$ cat src/spq_pkg.sv
// Package for the sorted priority queue: word types, codes and control/status bundles.
package spq_pkg;

  localparam int TAG_W  = 16;
  localparam int PRIO_W = 8;

  // Command codes carried in the cmd field of an input word.
  localparam logic CMD_ENQ = 1'b0;
  localparam logic CMD_DEQ = 1'b1;

  typedef struct packed {
    logic              cmd;
    logic [TAG_W-1:0]  task_tag;
    logic [PRIO_W-1:0] prio;
  } in_word_t;

  typedef struct packed {
    logic [TAG_W-1:0] front_tag;
    logic             queue_empty;
    logic             overflow;
  } out_word_t;

  // Commands from the controller to the datapath.
  typedef struct packed {
    logic load_item;  // capture the accepted input word
    logic exec;       // apply the captured command and register the result
  } spq_cmd_t;

  // Status from the datapath to the controller.
  typedef struct packed {
    logic full;
    logic empty;
  } spq_status_t;

endpackage

$ cat src/sorted_priority_queue.sv
// Top level of the sorted priority queue: controller, datapath and checks.
//
// Usage: every input word is a command. An enqueue (cmd = 0) carries a task
// tag and a priority; the entry is placed ahead of all stored entries of
// lower or equal priority, so within one priority the newest is served first.
// A dequeue (cmd = 1) removes the front entry and is harmless on an empty queue.
// An enqueue to a full queue is dropped and reported through the overflow bit.
// Every command returns exactly one result word: the front tag (zero when
// empty), the empty flag and the overflow flag, all as seen after the command.
// Timing: a word accepted at one edge is executed in the following cycle, and
// its result is then registered and offered on out_valid. No new word is
// accepted while a command is being executed; the rate is set by the
// controller's accept/execute sequence. All entry cells compare against the
// new priority and shift together, whatever DEPTH is.
// Reset empties the queue at once; entry contents are not cleared. When the
// receiver stalls, the result word is held in its register and in_ready stays
// low until that word has been taken.
module sorted_priority_queue #(
  parameter int DEPTH = 16
) (
  input  logic               clk,
  input  logic               rst_n,
  input  logic               in_valid,
  output logic               in_ready,
  input  spq_pkg::in_word_t  in_data,
  output logic               out_valid,
  input  logic               out_ready,
  output spq_pkg::out_word_t out_data
);

  spq_pkg::spq_cmd_t    cmd;
  spq_pkg::spq_status_t sts;

  // The controller sequences accept and execute and owns the output valid flag.
  spq_ctrl u_ctrl (
    .clk       (clk),
    .rst_n     (rst_n),
    .in_valid  (in_valid),
    .in_ready  (in_ready),
    .out_valid (out_valid),
    .out_ready (out_ready),
    .sts       (sts),
    .cmd       (cmd)
  );

  // The datapath holds the sorted cells and the registered result word.
  spq_dp #(
    .DEPTH (DEPTH)
  ) u_dp (
    .clk      (clk),
    .rst_n    (rst_n),
    .in_data  (in_data),
    .cmd      (cmd),
    .sts      (sts),
    .out_data (out_data)
  );

  // A waiting result must block new words, otherwise it would be overwritten.
  assert property (@(posedge clk) disable iff (!rst_n)
    (out_valid && !out_ready) |-> !in_ready)
    else $error("input accepted while a result word is stalled");

  // Every accepted word yields its result after the execute state.
  assert property (@(posedge clk) disable iff (!rst_n)
    (in_valid && in_ready) |-> ##2 out_valid)
    else $error("result word missing after an accepted command");

  // Overflow is reported only when the queue really is full.
  assert property (@(posedge clk) disable iff (!rst_n)
    ($rose(out_valid) && out_data.overflow) |-> sts.full)
    else $error("overflow flagged on a queue that is not full");

  // The empty flag agrees with the datapath's occupancy once a result is shown.
  assert property (@(posedge clk) disable iff (!rst_n)
    $rose(out_valid) |-> (out_data.queue_empty == sts.empty))
    else $error("empty flag disagrees with queue occupancy");

endmodule

$ cat src/spq_ctrl.sv
// Controller state machine of the sorted priority queue.
module spq_ctrl (
  input  logic                 clk,
  input  logic                 rst_n,
  input  logic                 in_valid,
  output logic                 in_ready,
  output logic                 out_valid,
  input  logic                 out_ready,
  input  spq_pkg::spq_status_t sts,
  output spq_pkg::spq_cmd_t    cmd
);

  typedef enum logic [1:0] {
    ST_IDLE = 2'b01,
    ST_EXEC = 2'b10
  } state_t;

  state_t state_r, state_nxt;
  logic   out_valid_r, out_valid_nxt;
  logic   accept;

  // A new word is taken only when the result register is free or is emptied this cycle.
  assign in_ready = (state_r == ST_IDLE) && (!out_valid_r || out_ready);
  assign accept   = in_valid && in_ready;

  always_comb begin
    state_nxt     = state_r;
    out_valid_nxt = out_valid_r;
    if (out_valid_r && out_ready) begin
      out_valid_nxt = 1'b0;
    end
    case (state_r)
      ST_IDLE: begin
        if (accept) begin
          state_nxt = ST_EXEC;
        end
      end
      ST_EXEC: begin
        out_valid_nxt = 1'b1;
        state_nxt     = ST_IDLE;
      end
      default: begin
        state_nxt = ST_IDLE;
      end
    endcase
  end

  always_comb begin
    cmd.load_item = accept;
    cmd.exec      = (state_r == ST_EXEC) && !sts.full | (state_r == ST_EXEC);
  end

  always_ff @(posedge clk) begin
    if (!rst_n) begin
      state_r     <= ST_IDLE;
      out_valid_r <= 1'b0;
    end else begin
      state_r     <= state_nxt;
      out_valid_r <= out_valid_nxt;
    end
  end

  assign out_valid = out_valid_r;

endmodule

$ cat src/spq_dp.sv
// Datapath of the sorted priority queue: entry cells, occupancy count and result register.
module spq_dp #(
  parameter int DEPTH = 16
) (
  input  logic                 clk,
  input  logic                 rst_n,
  input  spq_pkg::in_word_t    in_data,
  input  spq_pkg::spq_cmd_t    cmd,
  output spq_pkg::spq_status_t sts,
  output spq_pkg::out_word_t   out_data
);

  localparam int CNT_W = $clog2(DEPTH + 1);

  logic [spq_pkg::TAG_W-1:0]  tags_r  [DEPTH];
  logic [spq_pkg::PRIO_W-1:0] prios_r [DEPTH];
  logic [spq_pkg::TAG_W-1:0]  tags_nxt  [DEPTH];
  logic [spq_pkg::PRIO_W-1:0] prios_nxt [DEPTH];
  logic [DEPTH-1:0]           ahead;
  logic [CNT_W-1:0]           count_r, count_nxt;
  spq_pkg::in_word_t          item_r;
  spq_pkg::out_word_t         res_r, res_nxt;
  logic                       full, do_enq, do_deq, is_enq;
  logic [spq_pkg::TAG_W-1:0]  front_nxt;

  assign full   = (count_r == CNT_W'(DEPTH));
  assign is_enq = (item_r.cmd == spq_pkg::CMD_ENQ);
  assign do_enq = cmd.exec && is_enq && !full;
  assign do_deq = cmd.exec && !is_enq && (count_r != '0);

  // Entries that stay ahead of a new word form a prefix, since the cells are sorted.
  always_comb begin
    for (int i = 0; i < DEPTH; i++) begin
      ahead[i] = (CNT_W'(i) < count_r) && (prios_r[i] > item_r.prio);
    end
  end

  for (genvar g = 0; g < DEPTH; g++) begin : g_cell
    always_comb begin
      tags_nxt[g]  = tags_r[g];
      prios_nxt[g] = prios_r[g];
      if (do_enq && !ahead[g]) begin
        if (g == 0) begin
          tags_nxt[g]  = item_r.task_tag;
          prios_nxt[g] = item_r.prio;
        end else if (ahead[(g > 0) ? g - 1 : 0]) begin
          tags_nxt[g]  = item_r.task_tag;
          prios_nxt[g] = item_r.prio;
        end else begin
          tags_nxt[g]  = tags_r[(g > 0) ? g - 1 : 0];
          prios_nxt[g] = prios_r[(g > 0) ? g - 1 : 0];
        end
      end else if (do_deq && (g < DEPTH - 1)) begin
        tags_nxt[g]  = tags_r[(g < DEPTH - 1) ? g + 1 : g];
        prios_nxt[g] = prios_r[(g < DEPTH - 1) ? g + 1 : g];
      end
    end
  end

  always_comb begin
    count_nxt = count_r;
    if (do_enq) begin
      count_nxt = count_r + CNT_W'(1);
    end else if (do_deq) begin
      count_nxt = count_r - CNT_W'(1);
    end
    front_nxt             = tags_nxt[0];
    res_nxt.queue_empty   = (count_nxt == '0);
    res_nxt.front_tag     = res_nxt.queue_empty ? '0 : front_nxt;
    res_nxt.overflow      = is_enq && full;
  end

  always_ff @(posedge clk) begin
    for (int i = 0; i < DEPTH; i++) begin
      tags_r[i]  <= tags_nxt[i];
      prios_r[i] <= prios_nxt[i];
    end
    if (cmd.load_item) begin
      item_r <= in_data;
    end
    if (cmd.exec) begin
      res_r <= res_nxt;
    end
  end

  always_ff @(posedge clk) begin
    if (!rst_n) begin
      count_r <= '0;
    end else begin
      count_r <= count_nxt;
    end
  end

  assign sts.full  = full;
  assign sts.empty = (count_r == '0);
  assign out_data  = res_r;

endmodule

$ cat config.mk
export PLATFORM = sky130hd
export DESIGN_NAME = sorted_priority_queue
export DESIGN_NICKNAME = d
export VERILOG_FILES = /design/src/spq_pkg.sv /design/src/sorted_priority_queue.sv /design/src/spq_ctrl.sv /design/src/spq_dp.sv
export SDC_FILE = /design/constraint.sdc
export NUM_CORES = 1
export LEC_CHECK = 0
export BUFFER_PORTS_ARGS = -buffer_cell sky130_fd_sc_hd__buf_4
export CORE_AREA = 2 2 205 207
export DETAILED_ROUTE_END_ITERATION = 6
export DIE_AREA = 0 0 207 209
export GPL_TIMING_DRIVEN = 0
export MAX_ROUTING_LAYER = met4
export PLACE_DENSITY = 0.76
export SLEW_MARGIN = 20
export SYNTH_ARGS = -nofsm -noshare
export SYNTH_HDL_FRONTEND = slang
export SYNTH_SLANG_ARGS = --single-unit
$ cat constraint.sdc
create_clock -name clk -period 4.5 [get_ports clk]
set_clock_uncertainty 0.15 [all_clocks]
set_input_delay 0.225 -clock clk [delete_from_list [all_inputs] [get_ports clk]]
set_output_delay 0.225 -clock clk [all_outputs]
set_load 0.05 [all_outputs]
-- Word level (Yosys, flattened, before mapping)
Memories as Yosys holds them, arrays and structs flattened.
Cells that the tools add are included.
- bits in registers: 51
- memories kept: 2
- input port bits: 29
- bits in writable memories: 384
- output and inout port bits: 20
- memories (name ; depth ; width ; rd ports ; clocked after memory_dff ; write ports ; line ; RTL):
    u_dp.tags_r ; 16 ; 16 ; 16 ; 0 ; 16 ; spq_dp.sv:15 ; logic [spq_pkg::TAG_W-1:0] tags_r [DEPTH];
    u_dp.prios_r ; 16 ; 8 ; 16 ; 0 ; 16 ; spq_dp.sv:16 ; logic [spq_pkg::PRIO_W-1:0] prios_r [DEPTH];
- add/subtract/negate cells: 2
- reduce and logical (&&, ||, !) cells: 64
- muxes and demuxes: 96
- bitwise operators: 2
- $lt $le $gt $ge: 32
- equality and inequality tests: 3
- operators with widths (cell ; count):
    two-way mux 16 bit ; 46
    two-way mux 8 bit ; 46
    greater-than comparator 8 bit ; 16
    logical AND 1 bit ; 41
    less-than comparator 4 x 5 -> 1 bit (first input constant) ; 8
    less-than comparator 3 x 5 -> 1 bit (first input constant) ; 4
    zero test 1 bit ; 18
    less-than comparator 1 x 5 -> 1 bit (first input constant) ; 2
    less-than comparator 2 x 5 -> 1 bit (first input constant) ; 2
    two-way mux 5 bit ; 2
    adder 5 x 1 -> 5 bit (second input constant) ; 1
    equality test 5 bit (second input constant) ; 1
    zero test 5 bit ; 1
    nonzero test 5 bit ; 1
    subtractor 5 x 1 -> 5 bit (second input constant) ; 1
    equality test 2 x 1 -> 1 bit (second input constant) ; 1
    equality test 2 bit (second input constant) ; 1
    two-way mux 1 bit ; 2
    AND reduction 2 bit ; 1
    nonzero test 2 bit ; 1
    logical OR 1 bit ; 1
    NOT 1 bit ; 1
    bitwise OR 1 bit ; 1

-- Longest topological paths before layout
Gate-level depths: netlist (run 1).
- word-level depth: 9
- depth in mapped cells: 11

-- Hierarchy
From an unflattened synthesis (run 1), not the netlist that was laid out.
- cells, all modules: 2156
- area total of the unflattened synthesis: 24237.0 um^2
- modules (own cells, without submodules) (module ; instances ; cells an instance ; sequential area each (um^2) ; area each (um^2)):
    spq_dp ; 1 ; 2143 ; 12762.2 ; 24088.1
    spq_ctrl ; 1 ; 13 ; 60.1 ; 148.9

-- Worst setup path after synthesis (run 1)
OpenSTA, ideal clock, no wires.
- path kind: flip-flop to flip-flop
- start point: reg u_dp.item_r[3] (netlist name)
- end point: mem u_dp.prios_r[0][32] in the netlist's numbering (enable)
- path slack: 1057 ps
- stages on the path, launching flop included: 11
- required time: 3968 ps
- buffers on the path: 3
- data arrival time: 2912 ps
- period minus slack after synthesis: 3443 ps
- cells stage by stage: edfxtp_1 -> inv_1 -> ha_1 -> and3_1 -> a221oi_1 -> a211o_1 -> clkbuf_1 -> and2_1 -> clkbuf_1 -> buf_2 -> or2_1
- RTL lines (element ; line):
    end: declaration ; spq_dp.sv:16

==> results.sh, run 1 <==
export IMPL_timing_worst_slew_pin_value_ns=0.9127
export IMPL_power_per_cell_area_nw_per_um2=324.3
export IMPL_insertion_delay_ns=0.59
export IMPL_irDropWorstVdd_v=0.0003176
export IMPL_portion_of_total_power_attributed_to_combinational_logic=0.066
export IMPL_r2r_end="u_dp.tags_r[1][56]"
export IMPL_iteration_0_drc_count_of_the_detailed_router=1507
export IMPL_sequential_cell_fraction_of_total_power=0.522
export IMPL_worstPathCellList="buf_2 -> inv_1 -> ha_1 -> nor3b_2 -> a21oi_1 -> nand2_1 -> nor3_1 -> clkbuf_1 -> or2_2"
export IMPL_cap_viol_max_count=0
export IMPL_static_leakage_power_nw=11.56
export IMPL_synth_enable_flop_cells=411
export IMPL_yosysSeqAreaShare=0.5289
export IMPL_cp_startpoint="u_dp.count_r[1]"
export IMPL_synthesis_instances=2183
export IMPL_die_w_um=207
export IMPL_commonest_cells_post_synth="sky130_fd_sc_hd__edfxtp_1, sky130_fd_sc_hd__a21oi_1, sky130_fd_sc_hd__mux2i_1"
export IMPL_die_area_um2=43260
export IMPL_clock_tree_root_cell="sky130_fd_sc_hd__clkbuf_16"
export IMPL_remaining_drc_errors=0
export IMPL_setup_tns_final_ns=0
export IMPL_path_depth_of_the_worst_reg2reg_path=9
export IMPL_avgSynthCellArea_um2=11.11
export IMPL_cpPeakStageDelay_ns=0.70
export IMPL_clock_power_share=0.412
export IMPL_inserted_clock_buffers=46
export IMPL_timing_max_transition_violations_final=0
export IMPL_detail_route_first_pass_iterations=6
export IMPL_ctsHtreeMaxLevel=2
export IMPL_avgViaCountPerCell=6.122
export IMPL_tritoncts="built"
export IMPL_timing_max_slew_rel_slack=0.3908
export IMPL_worstSetupStartpointType="flop"
export IMPL_fp_dieH_um=209
export IMPL_min_delay_path_class="primary input to flop"
export IMPL_yosysMostFrequentCell="sky130_fd_sc_hd__edfxtp_1"
export IMPL_cell_area_after_technology_mapping_um2=24240
export IMPL_gp_routability_congestion=0.9185
export IMPL_layout_area_overhead_vs_synth_pct=11.62
export IMPL_wl_per_cell_um=21.30
export IMPL_clock_fmax_mhz=238.1
export IMPL_n_fill_cell=3258
export IMPL_timing_critical_path_required_ns=4.57
export IMPL_worst_path_dominant_cell_family="simple AND/OR/NAND/NOR gates"
export IMPL_cts_clk_slew_worst_paths_ns=0.06
export IMPL_stdcell_count=2886
export IMPL_r2r_setup_slack_ns=0.30
export IMPL_rsz_0062_raised_after_global_routing="false"
export IMPL_combined_area_of_the_multi_input_logic_cells_um2=10620
export IMPL_ys_ff_latch=435
export IMPL_final_nets=2473
export IMPL_global_route_wire_length_before_repair_um=94390
export IMPL_post_route_period_util=0.9334
export IMPL_yosysUniqueCellTypes=61
export IMPL_total_congestion_overflow_after_global_routing=0
export IMPL_synth_main_ff_cell="sky130_fd_sc_hd__edfxtp_1"
export IMPL_placed_cells=2772
export IMPL_floorplan_io_pins=49
export IMPL_cts_sinks=435
export IMPL_post_route_wl_um=61480
export IMPL_first_global_vias=17440
export IMPL_power_switching_mw=2.061
export IMPL_synthTopCellsByArea="sky130_fd_sc_hd__edfxtp_1, sky130_fd_sc_hd__mux2i_1, sky130_fd_sc_hd__a21oi_1, sky130_fd_sc_hd__ha_1, sky130_fd_sc_hd__nor2_1"
export IMPL_timing_final_crit_period_ns=4.200
export IMPL_maximum_number_of_pins_on_one_net_before_global_route_repair=25
export IMPL_share_of_flip_flops_with_an_asynchronous_set_or_reset=0
export IMPL_r2r_start="u_dp.count_r[1]"
export IMPL_post_cts_setup_buffer_count=0
export IMPL_core_rowCount=75
export IMPL_drive_above_1_share=0.1040
export IMPL_crit_buf_inv=3
export IMPL_critPathArrivalTime_ns=4.27
export IMPL_cts_root_to_sink_buffers=3
export IMPL_power_share_switching=0.2348
export IMPL_synth_top_cell_area_share=0.5091
export IMPL_run_status="finished clean"
export IMPL_sum_of_net_half_perimeters_after_detailed_placement_um=47450
export IMPL_timing_final_setup_violations=0
export IMPL_sequential_cell_area_um2=12820
export IMPL_coreArea_um2=41290
export IMPL_worstSetupEndpointType="flop"
export IMPL_worstPathMaxFanout=24
export IMPL_synth_top_area_cell="sky130_fd_sc_hd__edfxtp_1"
export IMPL_via_count=17670
export IMPL_crit_slowest_cell="sky130_fd_sc_hd__nor3_1"
export IMPL_grt_usage=0.2855
export IMPL_n_antenna_cell=0
export IMPL_io_buffers=48
export IMPL_power_report_internal_total_mw=6.715
export IMPL_timing_setup_critical_path_class="flop to flop"
export IMPL_final_hold_violation_count=0
export IMPL_grt_antenna_before_repair=0
export IMPL_syn_num_nets=2344
export IMPL_antenna_left=0
export IMPL_number_of_cells_on_the_critical_path=9
export IMPL_end_point_of_the_critical_path="u_dp.tags_r[1][56]"
export IMPL_initial_core_utilization=0.5872
export IMPL_ys_warn_count=0
metal layers:
metal  share of wire  global-route usage  up-vias  wire length [um]
li1                -                   -     8360                 -
met2            0.48              0.4728      746             29540
met1            0.42              0.3640     8431             25860
met4           0.030             0.09236        0              1817
met5               0                   -        -                 0
met3           0.069             0.04118      130              4254
cells in the final DEF, fill, tap and decap left out, types with 6 or more instances in the layout:
cell type                       Yosys  layout
sky130_fd_sc_hd__or2_2             11      12
sky130_fd_sc_hd__o211ai_1          11      11
sky130_fd_sc_hd__nand4_1           23      23
sky130_fd_sc_hd__and3_1             6       6
sky130_fd_sc_hd__ha_1             132     132
sky130_fd_sc_hd__a31oi_1            7       7
sky130_fd_sc_hd__a21oi_1          376     375
sky130_fd_sc_hd__a211o_1            6       6
sky130_fd_sc_hd__a211oi_2           9      10
sky130_fd_sc_hd__edfxtp_1         411     411
sky130_fd_sc_hd__mux2_2            22      22
sky130_fd_sc_hd__a21o_1             7       7
sky130_fd_sc_hd__o21a_1            10      10
sky130_fd_sc_hd__clkinv_1           0      11
sky130_fd_sc_hd__nand2_1          102      99
sky130_fd_sc_hd__inv_1             38      34
sky130_fd_sc_hd__clkinv_2           0      11
sky130_fd_sc_hd__nand2b_1           6       6
sky130_fd_sc_hd__clkbuf_1          89      96
sky130_fd_sc_hd__nor2b_1           28      28
sky130_fd_sc_hd__clkbuf_16          0      47
sky130_fd_sc_hd__nand3_1           13      13
sky130_fd_sc_hd__buf_4              3      52
sky130_fd_sc_hd__nor2_1           279     279
sky130_fd_sc_hd__o21ai_0           96      96
sky130_fd_sc_hd__mux2i_1          325     325
sky130_fd_sc_hd__o21ai_1            6       6
sky130_fd_sc_hd__buf_2             59      59
sky130_fd_sc_hd__and2_1             9       8
sky130_fd_sc_hd__dfxtp_1           24      24
sky130_fd_sc_hd__a211oi_1          17      16
sky130_fd_sc_hd__dlygate4sd3_1      0      28
through the flow:
step                      hold WS, ns    util  area, um2  power (mW)  setup slack, ns
after floorplan                0.1739       -      24240       5.002            1.057
after global placement         0.2529  0.6122      25280       5.170          -0.5721
after detailed placement       0.2544  0.6133      25320       5.204          -0.1420
after CTS                     0.04171  0.6543      27020       8.793          0.02963
after global routing           0.1114  0.6554      27060       9.036          0.04750
final                         0.07455  0.6554      27060       8.776           0.2997
tightest hold or removal path: stages:
cell and delay, ns:
sky130_fd_sc_hd__buf_4 0.11, sky130_fd_sc_hd__nor2b_1 0.14, sky130_fd_sc_hd__nor3b_1 0.09, sky130_fd_sc_hd__and3_1 0.19
state kept, by name, indices dropped and copies added (netlist names):
signal,count
u_ctrl.out_valid,1
u_dp.count_r,5
u_dp.item_r,25
u_ctrl.state_r,2
u_dp.tags_r,256
u_dp.out_data,18
u_dp.prios_r,128
final cells by class:
| cell class | count | area share |
|---|---|---|
| Inverter | 38 | 0.005826 |
| Timing Repair Buffer | 79 | 0.02525 |
| Clock inverter | 27 | 0.006427 |
| Sequential cell | 435 | 0.4739 |
| Tap cell | 539 | 0.02492 |
| Clock buffer | 56 | 0.04545 |
| Buffer | 155 | 0.02548 |
| Multi-Input combinational cell | 1555 | 0.3924 |
| Timing Repair inverter | 2 | 0.0003699 |
power groups by stage:
stage / clock (mW) / combinational [mW] / sequential (mW)
floorplan: 0 / 0.372 / 4.63
global placement: 0 / 0.505 / 4.67
detailed placement: 0 / 0.538 / 4.67
CTS: 3.65 / 0.562 / 4.58
global route: 3.80 / 0.641 / 4.59
finish: 3.61 / 0.577 / 4.59
what timing repair did:
item,CTS,global route
resized for setup,3,6
hold buffers,28,0
hold endpoints to repair,35,0
setup endpoints to repair,72,120
cloned,0,2
cells by family after synthesis:
logic type      Yosys count  share of synthesized area
compound gates          565                     0.1288
simple gates            506                    0.09347
flops                   435                     0.5289
mux                     349                     0.1453
buf+inv                 193                    0.03432
fa+ha+maj               132                    0.06813
xor+xnor                  3                   0.001084
worst min-delay path by stage:
stage / from / endpoint / slack (ns) / cells after the start
3_3_place_gp: in_data[21] / u_dp.item_r[21] / 0.25 / 1
6_report: out_ready / u_ctrl.state_r[1] / 0.07 / 4
3_5_place_dp: in_data[12] / u_dp.item_r[12] / 0.25 / 1
4_1_cts: out_ready / u_ctrl.state_r[1] / 0.04 / 4
5_1_grt: out_ready / u_ctrl.state_r[1] / 0.11 / 4
2_1_floorplan: in_data[0] / u_dp.item_r[0] / 0.17 / 0
Power figures use the tool's default switching activity.
==> inputs of run 2 (changes only) <==
--- a/config.mk
+++ b/config.mk
@@ -11,7 +11,7 @@
 export DIE_AREA = 0 0 207 209
 export GPL_TIMING_DRIVEN = 0
 export MAX_ROUTING_LAYER = met4
-export PLACE_DENSITY = 0.76
+export PLACE_DENSITY_LB_ADDON = 0.12
 export SLEW_MARGIN = 20
 export SYNTH_ARGS = -nofsm -noshare
 export SYNTH_HDL_FRONTEND = slang
==> results.sh, run 2 (synthesized netlist as in run 1, its figures left out) <==
export IMPL_run_status="finished clean"
export IMPL_met1_usage=0.3554
export IMPL_hold_path_end="u_dp.item_r[24]"
export IMPL_global_route_wire_length_before_repair_um=94290
export IMPL_ctsHtreeMaxLevel=2
export IMPL_die_area_um2=43260
export IMPL_hold_path_cell_count=2
export IMPL_routing_usage_on_met2=0.4897
export IMPL_postPlaceCellArea_um2=25340
export IMPL_sequential_cell_area_um2=12820
export IMPL_biggestRegsByFlops="u_dp.tags_r x256, u_dp.prios_r x128, u_dp.item_r x25"
export IMPL_portion_of_total_power_attributed_to_combinational_logic=0.064
export IMPL_dp_slack_ns=-0.2282
export IMPL_min_from="in_data[24]"
export IMPL_cts_clk_slew_worst_paths_ns=0.06
export IMPL_path_depth_of_the_worst_reg2reg_path=9
export IMPL_worstPathMaxFanout=24
export IMPL_sequential_cell_fraction_of_total_power=0.510
export IMPL_clock_fmax_mhz=232.2
export IMPL_stdcell_area_um2=27140
export IMPL_timing_critical_path_required_ns=4.56
export IMPL_timing_worst_slew_pin_value_ns=0.9294
export IMPL_wl_per_cell_um=21.22
export IMPL_antenna_left=0
export IMPL_rsz_0062_raised_after_global_routing="false"
export IMPL_layout_area_overhead_vs_synth_pct=11.96
export IMPL_r2r_setup_slack_ns=0.19
export IMPL_critPathArrivalTime_ns=4.37
export IMPL_clock_tree_root_cell="sky130_fd_sc_hd__clkbuf_16"
export IMPL_iteration_0_drc_count_of_the_detailed_router=1356
export IMPL_timing_setup_critical_path_class="flop to flop"
export IMPL_post_route_period_util=0.9570
export IMPL_remaining_drc_errors=0
export IMPL_power_report_internal_total_mw=6.958
export IMPL_min_delay_path_class="primary input to flop"
export IMPL_layout_common_cells="sky130_fd_sc_hd__edfxtp_1, sky130_fd_sc_hd__a21oi_1, sky130_fd_sc_hd__mux2i_1"
export IMPL_coreArea_um2=41290
export IMPL_total_congestion_overflow_after_global_routing=0
export IMPL_final_critical_path_setup_slack_ns=0.1933
export IMPL_commonest_non_fill_non_tap_cell_in_the_layout="sky130_fd_sc_hd__edfxtp_1"
export IMPL_irDropWorstVdd_v=0.0003399
export IMPL_cap_viol_max_count=0
export IMPL_timing_critical_path_mode_cell="sky130_fd_sc_hd__clkbuf_1"
export IMPL_crit_buf_inv=3
export IMPL_top_register="u_dp.tags_r"
export IMPL_cpPeakStageDelay_ns=0.70
export IMPL_clock_power_share=0.426
export IMPL_static_leakage_power_nw=11.61
export IMPL_n_antenna_cell=0
export IMPL_timing_final_setup_violations=0
export IMPL_r2r_end="u_dp.tags_r[1][71]"
export IMPL_maximum_number_of_pins_on_one_net_before_global_route_repair=25
export IMPL_cts_sinks=435
export IMPL_worst_path_dominant_cell_family="buffers and inverters"
export IMPL_inserted_clock_buffers=47
export IMPL_timing_max_slew_rel_slack=0.3797
export IMPL_final_hold_violation_count=0
export IMPL_combined_area_of_the_multi_input_logic_cells_um2=10610
export IMPL_avgViaCountPerCell=6.039
export IMPL_r2r_start="u_dp.item_r[5]"
export IMPL_post_route_wl_um=61280
export IMPL_final_nets=2473
export IMPL_floorplan_io_pins=49
export IMPL_post_cts_setup_buffer_count=0
export IMPL_insertion_delay_ns=0.59
export IMPL_initial_core_utilization=0.5872
export IMPL_tritoncts="built"
export IMPL_worstPathCellList="inv_1 -> ha_1 -> a211oi_1 -> o21ai_0 -> o211ai_1 -> nand2_1 -> clkbuf_1 -> clkbuf_1 -> nand2_2"
export IMPL_timing_max_transition_violations_final=0
export IMPL_gp_routability_congestion=0.9045
export IMPL_sum_of_net_half_perimeters_after_detailed_placement_um=47900
export IMPL_die_w_um=207
export IMPL_detail_route_first_pass_iterations=5
export IMPL_grt_antenna_before_repair=0
export IMPL_fp_dieH_um=209
export IMPL_io_buffers=48
export IMPL_timing_final_crit_period_ns=4.307
export IMPL_global_route_peak_usage_layer="met2"
export IMPL_drive_above_1_share=0.1013
export IMPL_worstSetupEndpointType="flop"
export IMPL_n_fill_cell=3265
export IMPL_via_count=17440
export IMPL_core_rowCount=75
export IMPL_cts_root_to_sink_buffers=3
export IMPL_worstSetupStartpointType="flop"
export IMPL_largest_register_ff_count=256
export IMPL_power_share_switching=0.2255
export IMPL_first_global_vias=17400
export IMPL_power_per_cell_area_nw_per_um2=331.0
export IMPL_crit_slowest_cell="sky130_fd_sc_hd__inv_1"
export IMPL_grt_usage=0.2874
export IMPL_met3_usage_grt=0.03351
export IMPL_power_switching_mw=2.026
-- run 2: changes by cell type in the layout (fill, tap and decap cells not counted), sizes merged --
cell	delta
clkinv	-6
clkbuf	+5
bufinv	+4
clkinvlp	-3
inv	+2
-- run 2: power groups by stage --
stage,Combinational [mW],Clock [mW],Sequential [mW]
6_report,0.577,3.82,4.58
5_1_grt,0.637,4.02,4.59
4_1_cts,0.569,3.87,4.58
3_5_place_dp,0.545,0,4.66
3_3_place_gp,0.506,0,4.67
2_1_floorplan,0.372,0,4.63
-- run 2: layout make-up --
class	instances	share of cell area
Sequential cell	435	0.4724
Multi-Input combinational cell	1555	0.3910
Clock buffer	61	0.04605
Buffer	155	0.02540
Timing Repair Buffer	79	0.02517
Tap cell	539	0.02485
Clock inverter	25	0.009404
Inverter	38	0.005531
Timing Repair inverter	1	0.0001844
-- run 2: worst max-delay path by stage --
stage	slack, ns	end	cells after the start	start
after CTS	0.04	u_dp.tags_r[0][49]	9	u_dp.item_r[7]
after global routing	0.02	u_dp.tags_r[1][55]	9	u_dp.count_r[1]
final	0.19	u_dp.tags_r[1][71]	9	u_dp.item_r[5]
after floorplan	1.06	u_dp.prios_r[0][32]	10	u_dp.item_r[3]
after detailed placement	-0.23	u_dp.tags_r[0][55]	8	u_dp.item_r[7]
after global placement	-0.61	u_dp.tags_r[0][55]	9	u_dp.count_r[1]
-- run 2: stage by stage --
step,power (mW),cells,utilization,setup TNS [ns],hold slack [ns]
finish,8.984,2888,0.6574,0,0.2059
global route,9.252,2888,0.6574,0,0.2077
CTS,9.020,2887,0.6573,0,0.1762
detailed placement,5.207,2773,0.6137,-9.741,0.2544
global placement,5.172,2770,0.6122,-26.53,0.2529
floorplan,5.002,2183,-,0,0.1739
-- run 2: layer usage --
metal / wire length (um) / up-vias
met5: 0 / -
met4: 2145 / 0
met3: 3912 / 139
met2: 29660 / 692
met1: 25570 / 8239
li1: - / 8370
-- run 2: timing repair --
action,CTS,global route
gates cloned,0,1
setup endpoints to repair,96,48
hold buffers,28,0
resized for setup,5,2
endpoints found under the hold margin,33,0
==> inputs of run 3 (changes only) <==
==> constraint.sdc (replaced) <==
create_clock -name clk -period 4.5 [get_ports clk]
set_clock_uncertainty 0.15 [all_clocks]
set_input_delay 0 -clock clk [delete_from_list [all_inputs] [get_ports clk]]
set_output_delay 0 -clock clk [all_outputs]
set_load 0.05 [all_outputs]
==> results.sh, run 3 (synthesized netlist as in run 1, its figures left out) <==
export IMPL_commonest_non_fill_non_tap_cell_in_the_layout="sky130_fd_sc_hd__edfxtp_1"
export IMPL_final_critical_path_setup_slack_ns=0.2049
export IMPL_path_depth_of_the_worst_reg2reg_path=9
export IMPL_timing_setup_critical_path_class="flop to flop"
export IMPL_die_area_um2=43260
export IMPL_maximum_number_of_pins_on_one_net_before_global_route_repair=25
export IMPL_r2r_start="u_dp.item_r[5]"
export IMPL_biggestRegsByFlops="u_dp.tags_r x256, u_dp.prios_r x128, u_dp.item_r x25"
export IMPL_cap_viol_max_count=0
export IMPL_hold_path_end="u_dp.count_r[4]"
export IMPL_via_count=17520
export IMPL_timing_worst_slew_pin_value_ns=0.9290
export IMPL_stdcell_area_um2=27390
export IMPL_grt_usage=0.2892
export IMPL_avgViaCountPerCell=6.014
export IMPL_grt_antenna_before_repair=0
export IMPL_insertion_delay_ns=0.59
export IMPL_drive_above_1_share=0.1003
export IMPL_stdcell_count=2913
export IMPL_final_nets=2498
export IMPL_timing_max_transition_violations_final=0
export IMPL_rsz_0062_raised_after_global_routing="false"
export IMPL_timing_critical_path_required_ns=4.56
export IMPL_clock_fmax_mhz=232.8
export IMPL_ctsHtreeMaxLevel=2
export IMPL_worstSetupStartpointType="flop"
export IMPL_core_rowCount=75
export IMPL_hold_path_cell_count=3
export IMPL_initial_core_utilization=0.5872
export IMPL_inserted_clock_buffers=47
export IMPL_cts_clk_slew_worst_paths_ns=0.06
export IMPL_top_register="u_dp.tags_r"
export IMPL_power_per_cell_area_nw_per_um2=328.7
export IMPL_n_fill_cell=3250
export IMPL_post_route_period_util=0.9545
export IMPL_worstSetupEndpointType="flop"
export IMPL_antenna_left=0
export IMPL_largest_register_ff_count=256
export IMPL_first_global_vias=17510
export IMPL_run_status="finished clean"
export IMPL_timing_max_slew_rel_slack=0.3800
export IMPL_r2r_setup_slack_ns=0.20
export IMPL_cts_sinks=435
export IMPL_wl_per_cell_um=21.23
export IMPL_global_route_wire_length_before_repair_um=94830
export IMPL_n_antenna_cell=0
export IMPL_tritoncts="built"
export IMPL_worstPathMaxFanout=24
export IMPL_floorplan_io_pins=49
export IMPL_fp_dieH_um=209
export IMPL_final_hold_violation_count=0
export IMPL_critPathArrivalTime_ns=4.36
export IMPL_post_route_wl_um=61840
export IMPL_report_power_total_mw=9.004
export IMPL_remaining_drc_errors=0
export IMPL_r2r_end="u_dp.tags_r[1][71]"
export IMPL_layout_common_cells="sky130_fd_sc_hd__edfxtp_1, sky130_fd_sc_hd__a21oi_1, sky130_fd_sc_hd__mux2i_1"
export IMPL_timing_final_setup_violations=0
export IMPL_iteration_0_drc_count_of_the_detailed_router=1318
export IMPL_placed_cells=2773
export IMPL_die_w_um=207
export IMPL_min_from="rst_n"
export IMPL_coreArea_um2=41290
export IMPL_total_congestion_overflow_after_global_routing=0
export IMPL_irDropWorstVdd_v=0.0003421
export IMPL_timing_final_crit_period_ns=4.295
export IMPL_min_delay_path_class="primary input to flop"
export IMPL_sum_of_net_half_perimeters_after_detailed_placement_um=47900
export IMPL_layout_area_overhead_vs_synth_pct=13.00
export IMPL_io_buffers=48
export IMPL_static_leakage_power_nw=11.71
export IMPL_cts_root_to_sink_buffers=3
export IMPL_detail_route_first_pass_iterations=5
export IMPL_gp_routability_congestion=0.9045
export IMPL_dp_slack_ns=-0.2282
export IMPL_postPlaceCellArea_um2=25340
export IMPL_clock_tree_root_cell="sky130_fd_sc_hd__clkbuf_16"
[run 3: critical path: stages (launching register included)]
cell and delay (ns):
sky130_fd_sc_hd__edfxtp_1 0.41, sky130_fd_sc_hd__inv_1 0.70, sky130_fd_sc_hd__ha_1 0.39, sky130_fd_sc_hd__a211oi_1 0.30
sky130_fd_sc_hd__o21ai_0 0.14, sky130_fd_sc_hd__o211ai_1 0.55, sky130_fd_sc_hd__nand2_1 0.20, sky130_fd_sc_hd__clkbuf_1 0.26
sky130_fd_sc_hd__clkbuf_1 0.30, sky130_fd_sc_hd__nand2_2 0.51
[run 3: layout make-up]
class,count,area [um2],share of cell area
flip-flops and latches,435,12820,0.4681
multi-input cells,1555,10610,0.3875
clock buffers,61,1250,0.04563
repair buffers,104,933.4,0.03407
plain buffers,155,689.4,0.02517
well taps,539,674.4,0.02462
clock inverters,25,255.2,0.009318
inverters,38,150.1,0.005481
repair inverters,1,5.005,0.0001827
[run 3: what timing repair did]
item | 4_1_cts | 5_1_grt
gates resized for setup | 5 | 2
endpoints found under the hold margin | 37 | 0
hold buffers | 53 | 0
buffers inserted | 0 | 0
setup endpoints to repair | 96 | 48
cloned | 0 | 1
[run 3: layer usage]
layer / wire (um) / vias to the layer above / share of wire / GRT usage
met4: 2120 / 0 / 0.034 / 0.1059
met1: 25810 / 8311 / 0.42 / 0.3566
met3: 3948 / 131 / 0.064 / 0.03351
met5: 0 / - / 0 / -
li1: - / 8423 / - / -
met2: 29960 / 655 / 0.48 / 0.4931
[run 3: power by group]
group	internal (mW)	total, mW	switching, mW
Sequential	4.49	4.58	0.0908
Clock	2.24	3.83	1.58
Combinational	0.236	0.594	0.358
[run 3: worst max path at each step]
stage	slack, ns	cells past startpoint	start	end
6_report	0.20	9	u_dp.item_r[5]	u_dp.tags_r[1][71]
5_1_grt	0.02	9	u_dp.count_r[1]	u_dp.tags_r[1][53]
4_1_cts	0.04	9	u_dp.item_r[7]	u_dp.tags_r[0][49]
3_5_place_dp	-0.23	8	u_dp.item_r[7]	u_dp.tags_r[0][55]
3_3_place_gp	-0.61	9	u_dp.count_r[1]	u_dp.tags_r[0][55]
2_1_floorplan	1.06	10	u_dp.item_r[3]	u_dp.prios_r[0][32]
[run 3: stage by stage]
stage / setup TNS (ns) / utilization / hold WS (ns)
floorplan: 0 / - / -0.05113
global placement: -26.53 / 0.6122 / 0.02786
detailed placement: -9.741 / 0.6137 / 0.02945
CTS: 0 / 0.6633 / 0.04726
global route: 0 / 0.6635 / 0.08027
finish: 0 / 0.6635 / 0.07642
